`config.mk`:
```
export PLATFORM = sky130hd
export DESIGN_NAME = ptis_queue
export DESIGN_NICKNAME = d
export VERILOG_FILES = /design/src/hdl/ptis_pkg.sv /design/src/hdl/ptis_queue.sv
export SDC_FILE = /design/constraint.sdc
export NUM_CORES = 1
export LEC_CHECK = 0
export BUFFER_PORTS_ARGS = -buffer_cell sky130_fd_sc_hd__clkbuf_2
export CORE_AREA = 2 2 96 98
export CTS_CLUSTER_DIAMETER = 120
export CTS_CLUSTER_SIZE = 25
export DETAILED_ROUTE_END_ITERATION = 12
export DIE_AREA = 0 0 98 100
export HOLD_SLACK_MARGIN = 0.02
export MAX_ROUTING_LAYER = met4
export PLACE_DENSITY = 0.57
export SLEW_MARGIN = 40
export SYNTH_ARGS = -nofsm -noshare
export SYNTH_HDL_FRONTEND = slang
export SYNTH_SLANG_ARGS = --single-unit
```
`constraint.sdc`:
```
create_clock -name clk_i -period 5.3 [get_ports clk_i]
set_input_delay 0.53 -clock clk_i [delete_from_list [all_inputs] [get_ports clk_i]]
set_output_delay 0.53 -clock clk_i [all_outputs]
set_load 0.1 [all_outputs]
```
`src/hdl/ptis_pkg.sv`:
```
// ptis_pkg: shared types and constants for the parameter table interval search
// used by every module of the block but ptis_ram; no dependencies

package ptis_pkg;

  // default configuration
  localparam int TABLE_DEPTH = 256;
  localparam int PARAM_BITS  = 32;

  // beat and queue sizing
  localparam int VALUE_BITS  = 32;
  localparam int QUEUE_DEPTH = 2;

  typedef enum logic {
    OP_APPEND = 1'b0,
    OP_QUERY  = 1'b1
  } op_e;

  // input beat as seen on the port
  typedef struct packed {
    logic                         op;
    logic signed [VALUE_BITS-1:0] param_value;
  } in_item_t;

  // result beat
  typedef struct packed {
    logic [7:0] interval_index;
    logic [8:0] point_count;
    logic       table_empty;
    logic       error_flag;
  } res_item_t;

  // decoded command travelling through the queue
  typedef struct packed {
    op_e                          op;
    logic signed [VALUE_BITS-1:0] value;
  } cmd_t;

  // queue status towards the back end
  typedef struct packed {
    logic valid;
    cmd_t head;
  } queue_head_t;

  typedef enum logic [2:0] {
    BS_IDLE,
    BS_MUL,
    BS_CHK,
    BS_DIV,
    BS_GUESS,
    BS_READ,
    BS_CMP
  } back_state_e;

endpackage

```
`src/hdl/ptis_queue.sv`:
```
// ptis_queue: short command queue between the front end and the back end
// depends on ptis_pkg for the command type and queue depth

module ptis_queue (
  input  logic                  clk_i,
  input  logic                  rst_ni,
  input  logic                  push_i,
  input  ptis_pkg::cmd_t        push_cmd_i,
  output logic                  full_o,
  output ptis_pkg::queue_head_t head_o,
  input  logic                  pop_i
);

  localparam int Depth = ptis_pkg::QUEUE_DEPTH;
  localparam int PtrW  = (Depth > 1) ? $clog2(Depth) : 1;
  localparam int CntW  = $clog2(Depth + 1);

  ptis_pkg::cmd_t  slot_q [Depth];
  logic [PtrW-1:0] wr_ptr_q, wr_ptr_d;
  logic [PtrW-1:0] rd_ptr_q, rd_ptr_d;
  logic [CntW-1:0] fill_q, fill_d;
  logic            do_push, do_pop;

  assign full_o       = (fill_q == CntW'(Depth));
  assign head_o.valid = (fill_q != '0);
  assign head_o.head  = slot_q[rd_ptr_q];

  assign do_push = push_i && !full_o;
  assign do_pop  = pop_i && head_o.valid;

  always_comb begin
    wr_ptr_d = wr_ptr_q;
    rd_ptr_d = rd_ptr_q;
    fill_d   = fill_q;
    if (do_push) begin
      wr_ptr_d = (wr_ptr_q == PtrW'(Depth - 1)) ? '0 : wr_ptr_q + 1'b1;
    end
    if (do_pop) begin
      rd_ptr_d = (rd_ptr_q == PtrW'(Depth - 1)) ? '0 : rd_ptr_q + 1'b1;
    end
    if (do_push && !do_pop) begin
      fill_d = fill_q + 1'b1;
    end else if (!do_push && do_pop) begin
      fill_d = fill_q - 1'b1;
    end
  end

  always_ff @(posedge clk_i or negedge rst_ni) begin
    if (!rst_ni) begin
      wr_ptr_q <= '0;
      rd_ptr_q <= '0;
      fill_q   <= '0;
    end else begin
      wr_ptr_q <= wr_ptr_d;
      rd_ptr_q <= rd_ptr_d;
      fill_q   <= fill_d;
    end
  end

  always_ff @(posedge clk_i) begin
    if (do_push) begin
      slot_q[wr_ptr_q] <= push_cmd_i;
    end
  end

endmodule

```
# --- Word level (Yosys, flattened, before mapping) ---
# Memory sizes are Yosys's and may differ from the RTL's.
# Cells that the tools add are included.
word_totals:
  register_bits: 4
  ramBits: 66
  input_bits: 37
  output_inout_bits: 35
  wordCells: 24
  memories: 1
classes:
  n_addsub: 4
  n_eq_ne: 1
  n_mux: 6
  n_reduce_logical: 9
memory_table:
  columns: ["name", "words", "word_bits", "read_ports", "rd_ports_with_merged_regs", "wr", "line", "rtl"]
  rows:
  - ["slot_q", 2, 33, 1, 0, 1, "ptis_queue.sv:18", "ptis_pkg::cmd_t slot_q [Depth];"]
ops:
  columns: ["operator", "n"]
  rows:
  - ["logical AND 1 bit", 4]
  - ["2-to-1 mux 1 bit", 4]
  - ["2-to-1 mux 2 bit", 2]
  - ["nonzero test 2 bit", 2]
  - ["zero test 1 bit", 3]
  - ["adder 1 bit, second input constant", 2]
  - ["adder 2 x 1 -> 2 bit, second input constant", 1]
  - ["equality test 2 bit, second input constant", 1]
  - ["subtractor 2 x 1 -> 2 bit, second input constant", 1]

# --- Longest topological paths before layout ---
logic_depth:
  ltp_word: 7
  depth_mapped: 7
  ltp_nobuf: 7

# --- Worst setup path before layout ---
# Ideal clock, no wire load.
synth_timing:
  path_kind: "register to register"
  from: "register fill_q[0]"
  to: "memory slot_q[0][0] in the netlist's numbering (enable)"
  setup_time_ps: 423
  t_arrival_ps: 2019
  required_time_ps: 4877
  path_slack_ps: 2858
  stages_incl_launch_ff: 4
  path_buffers: 0
  synth_period_minus_slack_ps: 2442
  cell_sequence: "dfrtp_1 -> nand2b_1 -> nand2_1 -> nor2_1"
synth_between:
  elab_chain_cells: 5
synth_rtl:
  columns: ["item", "line", "rtl"]
  rows:
  - ["start, declared", "ptis_queue.sv:21", "logic [CntW-1:0] fill_q, fill_d;"]
  - ["start signal, assigned", "ptis_queue.sv:56", "fill_q <= fill_d;"]
  - ["equality test 2 bit", "ptis_queue.sv:24", "assign full_o = (fill_q == CntW'(Depth));"]
  - ["zero test 1 bit", "ptis_queue.sv:28", "assign do_push = push_i && !full_o;"]
  - ["logical AND 1 bit", "ptis_queue.sv:28", null]
  - ["2-to-1 mux 1 bit", "ptis_queue.sv:61", "if (do_push) begin"]
  - ["2-to-1 mux 1 bit (implied by the code)", "ptis_queue.sv:62", "slot_q[wr_ptr_q] <= push_cmd_i;"]
  - ["end, declared", "ptis_queue.sv:18", null]
# Every way passes these cells.

==> results.sh <==
export IMPL_routabilityCongestion=0.6216
export IMPL_vias=1309
export IMPL_synth_adder_area_share_pct=0.4577
export IMPL_dr_wl_met3_um=453
export IMPL_num_rows=35
export IMPL_grt_max_degree=35
export IMPL_fillers=862
export IMPL_n_antenna_cell=0
export IMPL_setup_tns_ns=0
export IMPL_cap_violations=0
export IMPL_holdPathStages=1
export IMPL_min_from="push_cmd_i[8]"
export IMPL_hold_violations=0
export IMPL_top_layer="met4"
export IMPL_crit_path_start_kind="register"
export IMPL_crit_required_ns=4.77
export IMPL_area_growth_pct=25.22
export IMPL_arrival_ns=1.96
export IMPL_fp_dieArea_mm2=0.009800
export IMPL_place_hpwl_mm=2.884
export IMPL_pin_count=72
export IMPL_wl_met1_mm=1.777
export IMPL_crit_start="rd_ptr_q"
export IMPL_synth_ff_type="edfxtp_1"
export IMPL_avgRoutedWirePerCell_um=13.47
export IMPL_drive_gt1_share_pct=60.10
export IMPL_synth_cell_types=16
export IMPL_syn_area_per_cell_um2=22.41
export IMPL_routed_wl_mm=4.298
export IMPL_crit_chain="mux2_2 -> clkbuf_2"
export IMPL_slew_violations=0
export IMPL_drt_pass1_iterations=4
export IMPL_synthXorXnorAreaFrac_pct=1.602
export IMPL_yosysWarnings=0
export IMPL_nets=241
export IMPL_hold_class="input port to register"
export IMPL_initial_utilization_pct=30.75
export IMPL_yosys_area_share_simple_pct=1.327
export IMPL_numCtsBuffers=9
export IMPL_skew_ns=0.007028
export IMPL_cts_setup_buffers=0
export IMPL_tritoncts="yes"
export IMPL_synth_top_family_by_area="multiplexers"
export IMPL_cts_sink_count=70
export IMPL_finalCriticalPeriod_ns=2.487
export IMPL_grt_pass1_vias=1320
export IMPL_worst_slew_pin_slew_ns=0.6366
export IMPL_synth_nets=160
export IMPL_met2_length_mm=1.996
export IMPL_clkTransAtPathRegs_ns=0.07
export IMPL_first_iter_violations=50
export IMPL_syn_instance_count=122
export IMPL_synth_edf_count=66
export IMPL_cpPeakStageDelay_ns=0.85
export IMPL_synth_compound_area_share_pct=0
export IMPL_dieHeight_um=100
export IMPL_ys_ff_latch=70
export IMPL_htree_levels=3
export IMPL_clk_insertion_delay_late_ns=0.33
export IMPL_synthArstFlopShare_pct=5.714
export IMPL_syn_area_mm2=0.002734
export IMPL_antenna_found_initial=0
export IMPL_crit_path_max_fanout=34
export IMPL_final_setup_viol_count=0
export IMPL_rsz0062_at_grt="no"
export IMPL_grt_pass1_wl_mm=6.630
export IMPL_endpoint_kind="primary output"
export IMPL_fin_crit_sh_pct=46.93
export IMPL_crit_type="register to primary output"
export IMPL_status="finished, final reports clean"
export IMPL_cts_resized=0
export IMPL_cts_hold_buf=1
export IMPL_clock_fmax_mhz=402.0
export IMPL_rrSetupSlack_ns=3.58
export IMPL_track_usage_pct=9.578
export IMPL_slowest_stage="dfrtp_4"
export IMPL_cts_root_buffer="clkbuf_8"
export IMPL_rr_worst_depth=4
export IMPL_r2r_start="fill_q[0]"
export IMPL_clk_path_buf_depth=2
export IMPL_slew_limit_headroom_pct=57.56
export IMPL_globalRoute_totalOverflow=0
export IMPL_numPortBuffers=71
export IMPL_drc_errors=0
export IMPL_viasPerCell=4.103
export IMPL_core_mm2=0.008890
export IMPL_ys_seq_area_share_pct=76.16
export IMPL_dieWidth_um=98
export IMPL_yosys_mux_area_fraction_pct=17.57
export IMPL_antenna_left=0
[critical path, delay by kind of cell (launching register included)]
kind     cells  cell delay, ns
mux          1            0.41
buf+inv      1            0.37
flops        1            0.85
[synthesized netlist by cell type (2+ instances only)]
| master | number | area [um^2] |
|---|---|---|
| edfxtp_1 | 66 | 1982 |
| xor2_1 | 2 | 17.52 |
| buf_12 | 3 | 60.06 |
| nor2_1 | 2 | 7.510 |
| mux2_4 | 29 | 435.4 |
| mux2_2 | 4 | 45.04 |
| dfrtp_1 | 4 | 100.1 |
| inv_1 | 2 | 7.510 |
| xnor2_1 | 3 | 26.28 |
[placed cells by master, fill, tap and decap left out]
| cell | Yosys | final |
|---|---|---|
| buf_16 | 0 | 2 |
| nand2b_1 | 1 | 1 |
| ha_1 | 1 | 1 |
| dfrtp_1 | 4 | 3 |
| clkinvlp_4 | 0 | 1 |
| clkbuf_8 | 0 | 9 |
| dfrtp_4 | 0 | 1 |
| and3_2 | 0 | 1 |
| dlygate4sd3_1 | 0 | 1 |
| xor2_1 | 2 | 2 |
| clkbuf_2 | 0 | 71 |
| nand2_2 | 1 | 1 |
| inv_1 | 2 | 2 |
| mux2_4 | 29 | 29 |
| nor2_4 | 0 | 1 |
| bufinv_16 | 0 | 1 |
| clkinv_2 | 0 | 3 |
| inv_6 | 0 | 1 |
| edfxtp_1 | 66 | 66 |
| clkbuf_1 | 0 | 1 |
| or2_1 | 1 | 1 |
| nand2_1 | 1 | 1 |
| xnor2_1 | 3 | 3 |
| nor2_1 | 2 | 1 |
| mux2_2 | 4 | 4 |
[routing by layer]
metal | up-vias | global-route usage [%]
met2 | 52 | 14.23
met1 | 620 | 10.12
met5 | - | -
li1 | 628 | -
met4 | 0 | 4.808
met3 | 9 | 5.710
[worst paths after layout]
path                                end
setup / recovery             head_o[17]
setup reg to reg           slot_q[0][1]
max in group asynchronous      rd_ptr_q
hold / removal             slot_q[1][8]
min in group asynchronous     fill_q[1]
hold reg to reg               fill_q[1]
[state kept, by name, indices dropped and copies added (netlist names)]
register / flops
fill_q: 2
rd_ptr_q: 1
slot_q: 66
wr_ptr_q: 1
[cell families after synthesis]
group / Yosys count
flops: 70
mux: 33
simple gates: 7
buf+inv: 6
xor+xnor: 5
fa+ha+maj: 1
[per-stage QoR]
| stage | utilization (%) | instance area (um^2) | std cells | setup WS (ns) | hold WS [ns] |
|---|---|---|---|---|---|
| CTS | 38.20 | 3396 | 318 | 2.762 | 0.3544 |
| finish | 38.51 | 3423 | 319 | 2.813 | 0.3802 |
| floorplan | - | 2734 | 122 | 2.858 | 0.2344 |
| global route | 38.51 | 3423 | 319 | 2.709 | 0.3487 |
| global placement | 35.62 | 3167 | 300 | 2.873 | 0.3455 |
| detailed placement | 35.96 | 3197 | 301 | 3.138 | 0.3454 |
[final cells by class]
class / count / area [um^2] / area share, %
multi-input cells: 46 / 581.8 / 17.00
clock buffers: 10 / 127.6 / 3.728
well taps: 111 / 138.9 / 4.057
flip-flops and latches: 70 / 2086 / 60.93
clock inverters: 6 / 61.31 / 1.791
inverters: 2 / 7.507 / 0.2193
repair buffers: 74 / 420.4 / 12.28
Power is left out: the tool's default activity adds up to more than one toggle a clock period on the data nets, which glitch-free logic cannot reach.
