--- config.mk ---
export PLATFORM = sky130hd
export DESIGN_NAME = ptis_front
export DESIGN_NICKNAME = d
export VERILOG_FILES = /design/src/hdl/ptis_pkg.sv /design/src/hdl/ptis_front.sv
export SDC_FILE = /design/constraint.sdc
export NUM_CORES = 1
export LEC_CHECK = 0
export ABC_AREA = 1
export BUFFER_PORTS_ARGS = -buffer_cell sky130_fd_sc_hd__buf_2
export CORE_MARGIN = 3
export CORE_UTILIZATION = 39
export DETAILED_ROUTE_END_ITERATION = 10
export HOLD_SLACK_MARGIN = 0.03
export PLACE_DENSITY = 0.76
export SETUP_SLACK_MARGIN = 0.05
export SYNTH_ARGS = -nofsm -noshare
export SYNTH_HDL_FRONTEND = slang
export SYNTH_SLANG_ARGS = --single-unit
--- constraint.sdc ---
create_clock -name clk_i -period 2.9 [get_ports clk_i]
set_input_delay 0.58 -clock clk_i [delete_from_list [all_inputs] [get_ports clk_i]]
set_output_delay 0.58 -clock clk_i [all_outputs]
set_load 0.01 [all_outputs]
--- src/hdl/ptis_pkg.sv ---
// ptis_pkg: shared types and constants for the parameter table interval search
// used by every module of the block but ptis_ram; no dependencies

package ptis_pkg;

  // default configuration
  localparam int TABLE_DEPTH = 256;
  localparam int PARAM_BITS  = 32;

  // beat and queue sizing
  localparam int VALUE_BITS  = 32;
  localparam int QUEUE_DEPTH = 2;

  typedef enum logic {
    OP_APPEND = 1'b0,
    OP_QUERY  = 1'b1
  } op_e;

  // input beat as seen on the port
  typedef struct packed {
    logic                         op;
    logic signed [VALUE_BITS-1:0] param_value;
  } in_item_t;

  // result beat
  typedef struct packed {
    logic [7:0] interval_index;
    logic [8:0] point_count;
    logic       table_empty;
    logic       error_flag;
  } res_item_t;

  // decoded command travelling through the queue
  typedef struct packed {
    op_e                          op;
    logic signed [VALUE_BITS-1:0] value;
  } cmd_t;

  // queue status towards the back end
  typedef struct packed {
    logic valid;
    cmd_t head;
  } queue_head_t;

  typedef enum logic [2:0] {
    BS_IDLE,
    BS_MUL,
    BS_CHK,
    BS_DIV,
    BS_GUESS,
    BS_READ,
    BS_CMP
  } back_state_e;

endpackage

--- src/hdl/ptis_front.sv ---
// ptis_front: takes input beats, decodes the operation, sign-extends the low
// stored-width bits of the value and queues the command; depends on ptis_pkg

module ptis_front #(
  parameter int ParamBits = ptis_pkg::PARAM_BITS
) (
  input  logic               clk_i,
  input  logic               rst_ni,
  input  logic               start,
  output logic               busy,
  input  ptis_pkg::in_item_t in_item_i,
  output logic               push_o,
  output ptis_pkg::cmd_t     cmd_o,
  input  logic               full_i
);

  localparam int VW    = ptis_pkg::VALUE_BITS;
  localparam int SW    = (ParamBits < VW) ? ParamBits : VW;
  localparam int Shift = VW - SW;

  logic                 valid_q, valid_d;
  ptis_pkg::cmd_t       cmd_q, cmd_d;
  ptis_pkg::op_e        op_dec;
  logic signed [VW-1:0] val_shl;
  logic signed [VW-1:0] val_ext;
  logic                 accept;

  always_comb begin
    unique case (in_item_i.op)
      1'b0:    op_dec = ptis_pkg::OP_APPEND;
      1'b1:    op_dec = ptis_pkg::OP_QUERY;
      default: op_dec = ptis_pkg::OP_APPEND;
    endcase
  end

  // keep only the low stored-width bits, sign-extended
  assign val_shl = in_item_i.param_value <<< Shift;
  assign val_ext = val_shl >>> Shift;

  assign push_o = valid_q && !full_i;
  assign busy   = valid_q && full_i;
  assign accept = start && !busy;
  assign cmd_o  = cmd_q;

  always_comb begin
    valid_d = valid_q && !push_o;
    cmd_d   = cmd_q;
    if (accept) begin
      valid_d     = 1'b1;
      cmd_d.op    = op_dec;
      cmd_d.value = val_ext;
    end
  end

  always_ff @(posedge clk_i or negedge rst_ni) begin
    if (!rst_ni) begin
      valid_q <= 1'b0;
    end else begin
      valid_q <= valid_d;
    end
  end

  always_ff @(posedge clk_i) begin
    cmd_q <= cmd_d;
  end

endmodule

* After elaboration in Yosys (flattened, before gate mapping) *
Cells that the tools add are included.

operators by class
  multiplexer cells = 2
  magnitude comparators = 0
  reductions and logical operators = 7
  multiply operators = 0
  $add $sub $neg = 0
  bitwise operators = 1
  shifts and indexed selects = 0
  equal/unequal tests = 0
  div/mod/pow operators = 0

operators by type and width
  kind                                number
  logical AND 1 bit                   4
  logical NOT 1 bit                   3
  one-hot mux 1 bit (2 select lines)  1
  2-to-1 mux 1 bit                    1
  inverter 1 bit                      1

storage, ports and cells
  bits in registers = 34
  bits in latches = 0
  memory bits (read-only) = 0
  memories = 0
  RAM bits = 0
  output and inout port bits = 35

* Longest topological paths before layout *
  depth after elaboration = 5
  mapped depth = 2

* Least setup slack after synthesis *
OpenSTA, ideal clock, no wires.

  path kind = input-to-reg
  start = in start
  end = reg cmd_q (netlist bit cmd_o[0]), enable pin
  required time = 2466 ps
  cell stages on the path = 2
  slack = 218 ps
  setup time = 434 ps
  data arrival time = 2248 ps
  path buffers = 0
  path through = inv_1 a21oi_1

on the way
  word-level cells in the longest chain between the ends = 1

ends and longest elaborated chain
  item                  line              text
  start, declared       ptis_front.sv:9   input logic start,
  logical AND 1 bit     ptis_front.sv:42  assign accept = start && !busy;
  named net accept      ptis_front.sv:26  logic accept;
  end signal, assigned  ptis_front.sv:64  cmd_q <= cmd_d;
  end, declared         ptis_front.sv:22  ptis_pkg::cmd_t cmd_q, cmd_d;

The timed path passes the listed nets, and every way through them passes these cells.
A chain may end at the register's enable or synchronous reset.

* Final worst setup path *
  start = reg valid_q
  end = out push_o

on the way
  word-level cells in the longest chain between the ends = 1

ends and longest elaborated chain
  item                    line              text
  start, declared         ptis_front.sv:21  logic valid_q, valid_d;
  start signal, assigned  ptis_front.sv:59  valid_q <= valid_d;
  logical AND 1 bit       ptis_front.sv:40  assign push_o = valid_q && !full_i;
  end, declared           ptis_front.sv:12  output logic push_o,

No other way between the ends.

==> impl_table.tex <==
\begin{tabular}{lr}
\hline
Metric & Value \\
\hline
\multicolumn{2}{l}{\textbf{Outcome}} \\
\quad Outcome & complete, no violations \\
\multicolumn{2}{l}{\textbf{Setup path}} \\
\quad Reg-to-reg slack, setup & 1.63 ns \\
\quad Reg-to-reg startpoint & valid\_q \\
\quad Endpoint type of the worst setup path & output port \\
\quad CP required & between 2 and 2.5 ns \\
\quad Critical R2R Capture & cmd\_o[16] \\
\quad Number of cells on the worst reg-to-reg path & 2 \\
\quad Crit path launch type & flop \\
\quad Critical setup path kind & reg -> out \\
\quad Biggest fanout along the worst timing path & 3 \\
\quad Data arrival time of the worst path & about 1.1 ns \\
\multicolumn{2}{l}{\textbf{Logic synthesis}} \\
\quad Sequential element share of the synthesized area & roughly 100\% \\
\quad Number of warnings reported in the yosys synthesis log & 0 \\
\quad \#FFs+latches synth & 34 \\
\quad Mean post-synth cell area & $\sim$25 um2 \\
\quad Ys flop type & edfxtp\_1 \\
\quad EDFF count, synth & 33 \\
\quad Ranking of synthesized cells by area & edfxtp\_1, dfrtp\_1, inv\_1 \\
\quad Share of flip-flops with an asynchronous set or reset after synthesis & just under 3\% \\
\quad Yosys top cell area share & around 95\% \\
\quad Cell with the most instances after synthesis & edfxtp\_1 \\
\quad Number of distinct library cells after synthesis & 6 \\
\quad Number of instances in the synthesized netlist & slightly above 40 \\
\quad Syn nets & just under 80 \\
\quad Cell area after synthesis & 1040 um2 \\
\quad Leading cell types by count after synthesis & edfxtp\_1, inv\_1, nand2\_1 \\
\quad Most area-hungry cell type in the Yosys netlist & edfxtp\_1 \\
\multicolumn{2}{l}{\textbf{Worst hold path}} \\
\quad Type of the most critical hold path & in -> reg \\
\quad Worst hold start & in\_item\_i[14] \\
\quad End point of the worst hold path & cmd\_o[14] \\
\quad Cells on Worst Hold Path & 1 \\
\multicolumn{2}{l}{\textbf{Layout}} \\
\quad Area growth from synthesis to layout & 47.2\% \\
\quad Total area of sequential cells & 1020 um2 \\
\quad Final core utilization & about three fifths \\
\quad Share of final-layout standard cells stronger than drive strength 1 & 65.3\% \\
\quad Area of the multi-input gates & 27.5 um2 \\
\quad \# fillers & 191 \\
\quad Count of inserted antenna diode cells & 0 \\
\quad Nets & around 160 \\
\multicolumn{2}{l}{\textbf{Global route}} \\
\quad Antenna violations before repair & 0 \\
\quad All-Layer GR Usage & 12.5\% \\
\quad Gr ovfl total & 0 \\
\quad Global-route wire length before repair & 2930 um \\
\quad Vias in the first global route & a little over 700 \\
\quad Largest net degree at the start of global routing & 34 \\
\multicolumn{2}{l}{\textbf{Route}} \\
\quad Average wire per standard cell & between 10 and 15 um \\
\quad Post-detailed-route DRC marker count & 0 \\
\quad Count of TritonRoute iterations in the first routing pass & 4 \\
\quad Starting DRT DRC Count & 14 \\
\quad Wire length reported by the detailed router & 1980 um \\
\quad Drt via density & 4.44 \\
\quad Total via count after detailed routing & 670 \\
\quad Antenna violation net count after detailed routing & 0 \\
\multicolumn{2}{l}{\textbf{STA}} \\
\quad Final Hold Slack & $\sim$0.43 ns \\
\quad Achievable frequency & between 600 and 700 MHz \\
\quad Transition time of the tightest slew-check pin & 0.395 ns \\
\quad Final clock period utilization by the worst path & a little under three fifths \\
\quad Post-Route Setup TNS & 0 ns \\
\quad Number of endpoints with negative hold slack in the final report & 0 \\
\quad Setup violation total in the final timing report & 0 \\
\quad Worst clock skew & roughly 0.0067 ns \\
\quad Max-slew headroom & around three quarters \\
\quad Post-layout min period & roughly 1.6 ns \\
\quad Max Transition Viols Final & 0 \\
\quad Setup repair after global routing missed its margin & no \\
\quad Final WS setup & 1.27 ns \\
\multicolumn{2}{l}{\textbf{Placed design}} \\
\quad Total half-perimeter wirelength after legalization and detailed placement & 1460 um \\
\quad Pre-CTS WS & about 1.3 ns \\
\quad Final weighted congestion in routability-driven placement & 0.633 \\
\quad Port Buf Inserts & 71 \\
\multicolumn{2}{l}{\textbf{Pwr}} \\
\quad Relative contribution of sequential cells to total power & 59.5\% \\
\quad Power density cells & around 630 nW/um2 \\
\quad Internal power summed over all cells & between 0.0007 and 0.0008 W \\
\quad Overall power of the completed layout & between 0.0009 and 0.001 W \\
\quad Share of total power in the clock network & roughly 32\% \\
\quad Switching power share of the total & around 19\% \\
\quad Logic gate share of total power & approximately 8.3\% \\
\quad Worst VDD drop & 0.515 mV \\
\quad Leakage dissipation & around 0.7 nW \\
\quad Reported net switching power & roughly 0.00019 W \\
\multicolumn{2}{l}{\textbf{Clocking}} \\
\quad Clock slew seen by the registers of the worst setup and hold paths & around 0.10 ns \\
\quad CTS Root Buffer Type & clkbuf\_4 \\
\quad Number of clock buffers inserted by TritonCTS & 5 \\
\quad Clock latency on the worst-skew pair & slightly above 0.3 ns \\
\quad Clock buffer depth & 2 \\
\quad Number of H-tree branching levels & 2 \\
\quad Total number of clock tree sinks & 34 \\
\quad Post-CTS resize count & 0 \\
\quad CTS tree & built \\
\multicolumn{2}{l}{\textbf{Die}} \\
\quad Placeable core area & about 2500 um2 \\
\quad Initial core utilization & a little over two fifths \\
\quad Area of the die & between 3000 and 4000 um2 \\
\quad Top-level port count & about 70 \\
\quad Die Ht & 57.7 um \\
\quad Horizontal extent of the die & between 50 and 60 um \\
\quad Core Rows & 18 \\
\multicolumn{2}{l}{\textbf{Flow run}} \\
\quad Max-cap viol count & 0 \\
\hline
\end{tabular}
==> timing repair <==
action,in CTS,in global routing
setup buffers,0,0
hold endpoints to repair,1,0
hold buffers,1,0
==> through the flow <==
step                area (um2)  cells
finish                    1540    151
global route              1540    151
CTS                       1540    151
detailed placement        1460    143
global placement          1460    143
floorplan                 1040     41
==> worst max-delay path by stage <==
stage          cells past startpoint         to    start
3_5_place_dp                       3  cmd_o[13]   full_i
4_1_cts                            3     push_o  valid_q
2_1_floorplan                      2   cmd_o[0]    start
3_3_place_gp                       3  cmd_o[25]   full_i
5_1_grt                            3     push_o  valid_q
6_report                           3     push_o  valid_q
==> final cells by class <==
type	instances	share of cell area, %
clock inverters	2	2.20
repair buffers	73	24.3
multi-input cells	4	1.79
clock buffers	5	2.44
inverters	3	0.733
flip-flops and latches	34	66.1
well taps	30	2.44
==> cell usage in the layout, fill, tap and decap left out <==
cell,n
buf_2,71
nor2_1,1
dlygate4sd3_1,1
a21oi_4,1
buf_4,1
clkinv_1,1
nand2_1,2
inv_1,3
dfrtp_1,1
clkbuf_4,5
bufinv_16,1
edfxtp_1,33
==> worst max-delay path, stage by stage (launching register included) <==
cell,delay [ns]
dfrtp_1,0.42
inv_1,0.06
nor2_1,0.10
buf_2,0.15
==> kinds of logic (layout without fill, tap and decap cells) <==
logic type / count (synthesis) / in the layout / share of synthesized area (%)
buf+inv: 3 / 83 / 1.08
flops: 34 / 34 / 97.4
compound gates: 1 / 1 / 0.479
simple gates: 3 / 3 / 1.08
==> state kept, by name (all words and copies together), names as in the netlist <==
register and flops:
cmd_o 33, valid_q 1
==> power by group through the flow <==
stage	combinational, W	clock [W]	sequential (W)
global route	0.0000880	0.000344	0.000581
detailed placement	0.0000810	0	0.000589
floorplan	0.0000121	0	0.000605
global placement	0.0000789	0	0.000588
finish	0.0000809	0.000313	0.000578
CTS	0.0000821	0.000325	0.000578
==> metal layers <==
metal / vias up / GRT usage, % / part of all wire, %
li1: 314 / - / -
met1: 300 / 12.1 / 34
met2: 52 / 19.2 / 49
met3: 4 / 10.0 / 15
met4: 0 / 5.96 / 1.3
met5: - / 0 / 0
(Power assumes the default switching activity.)
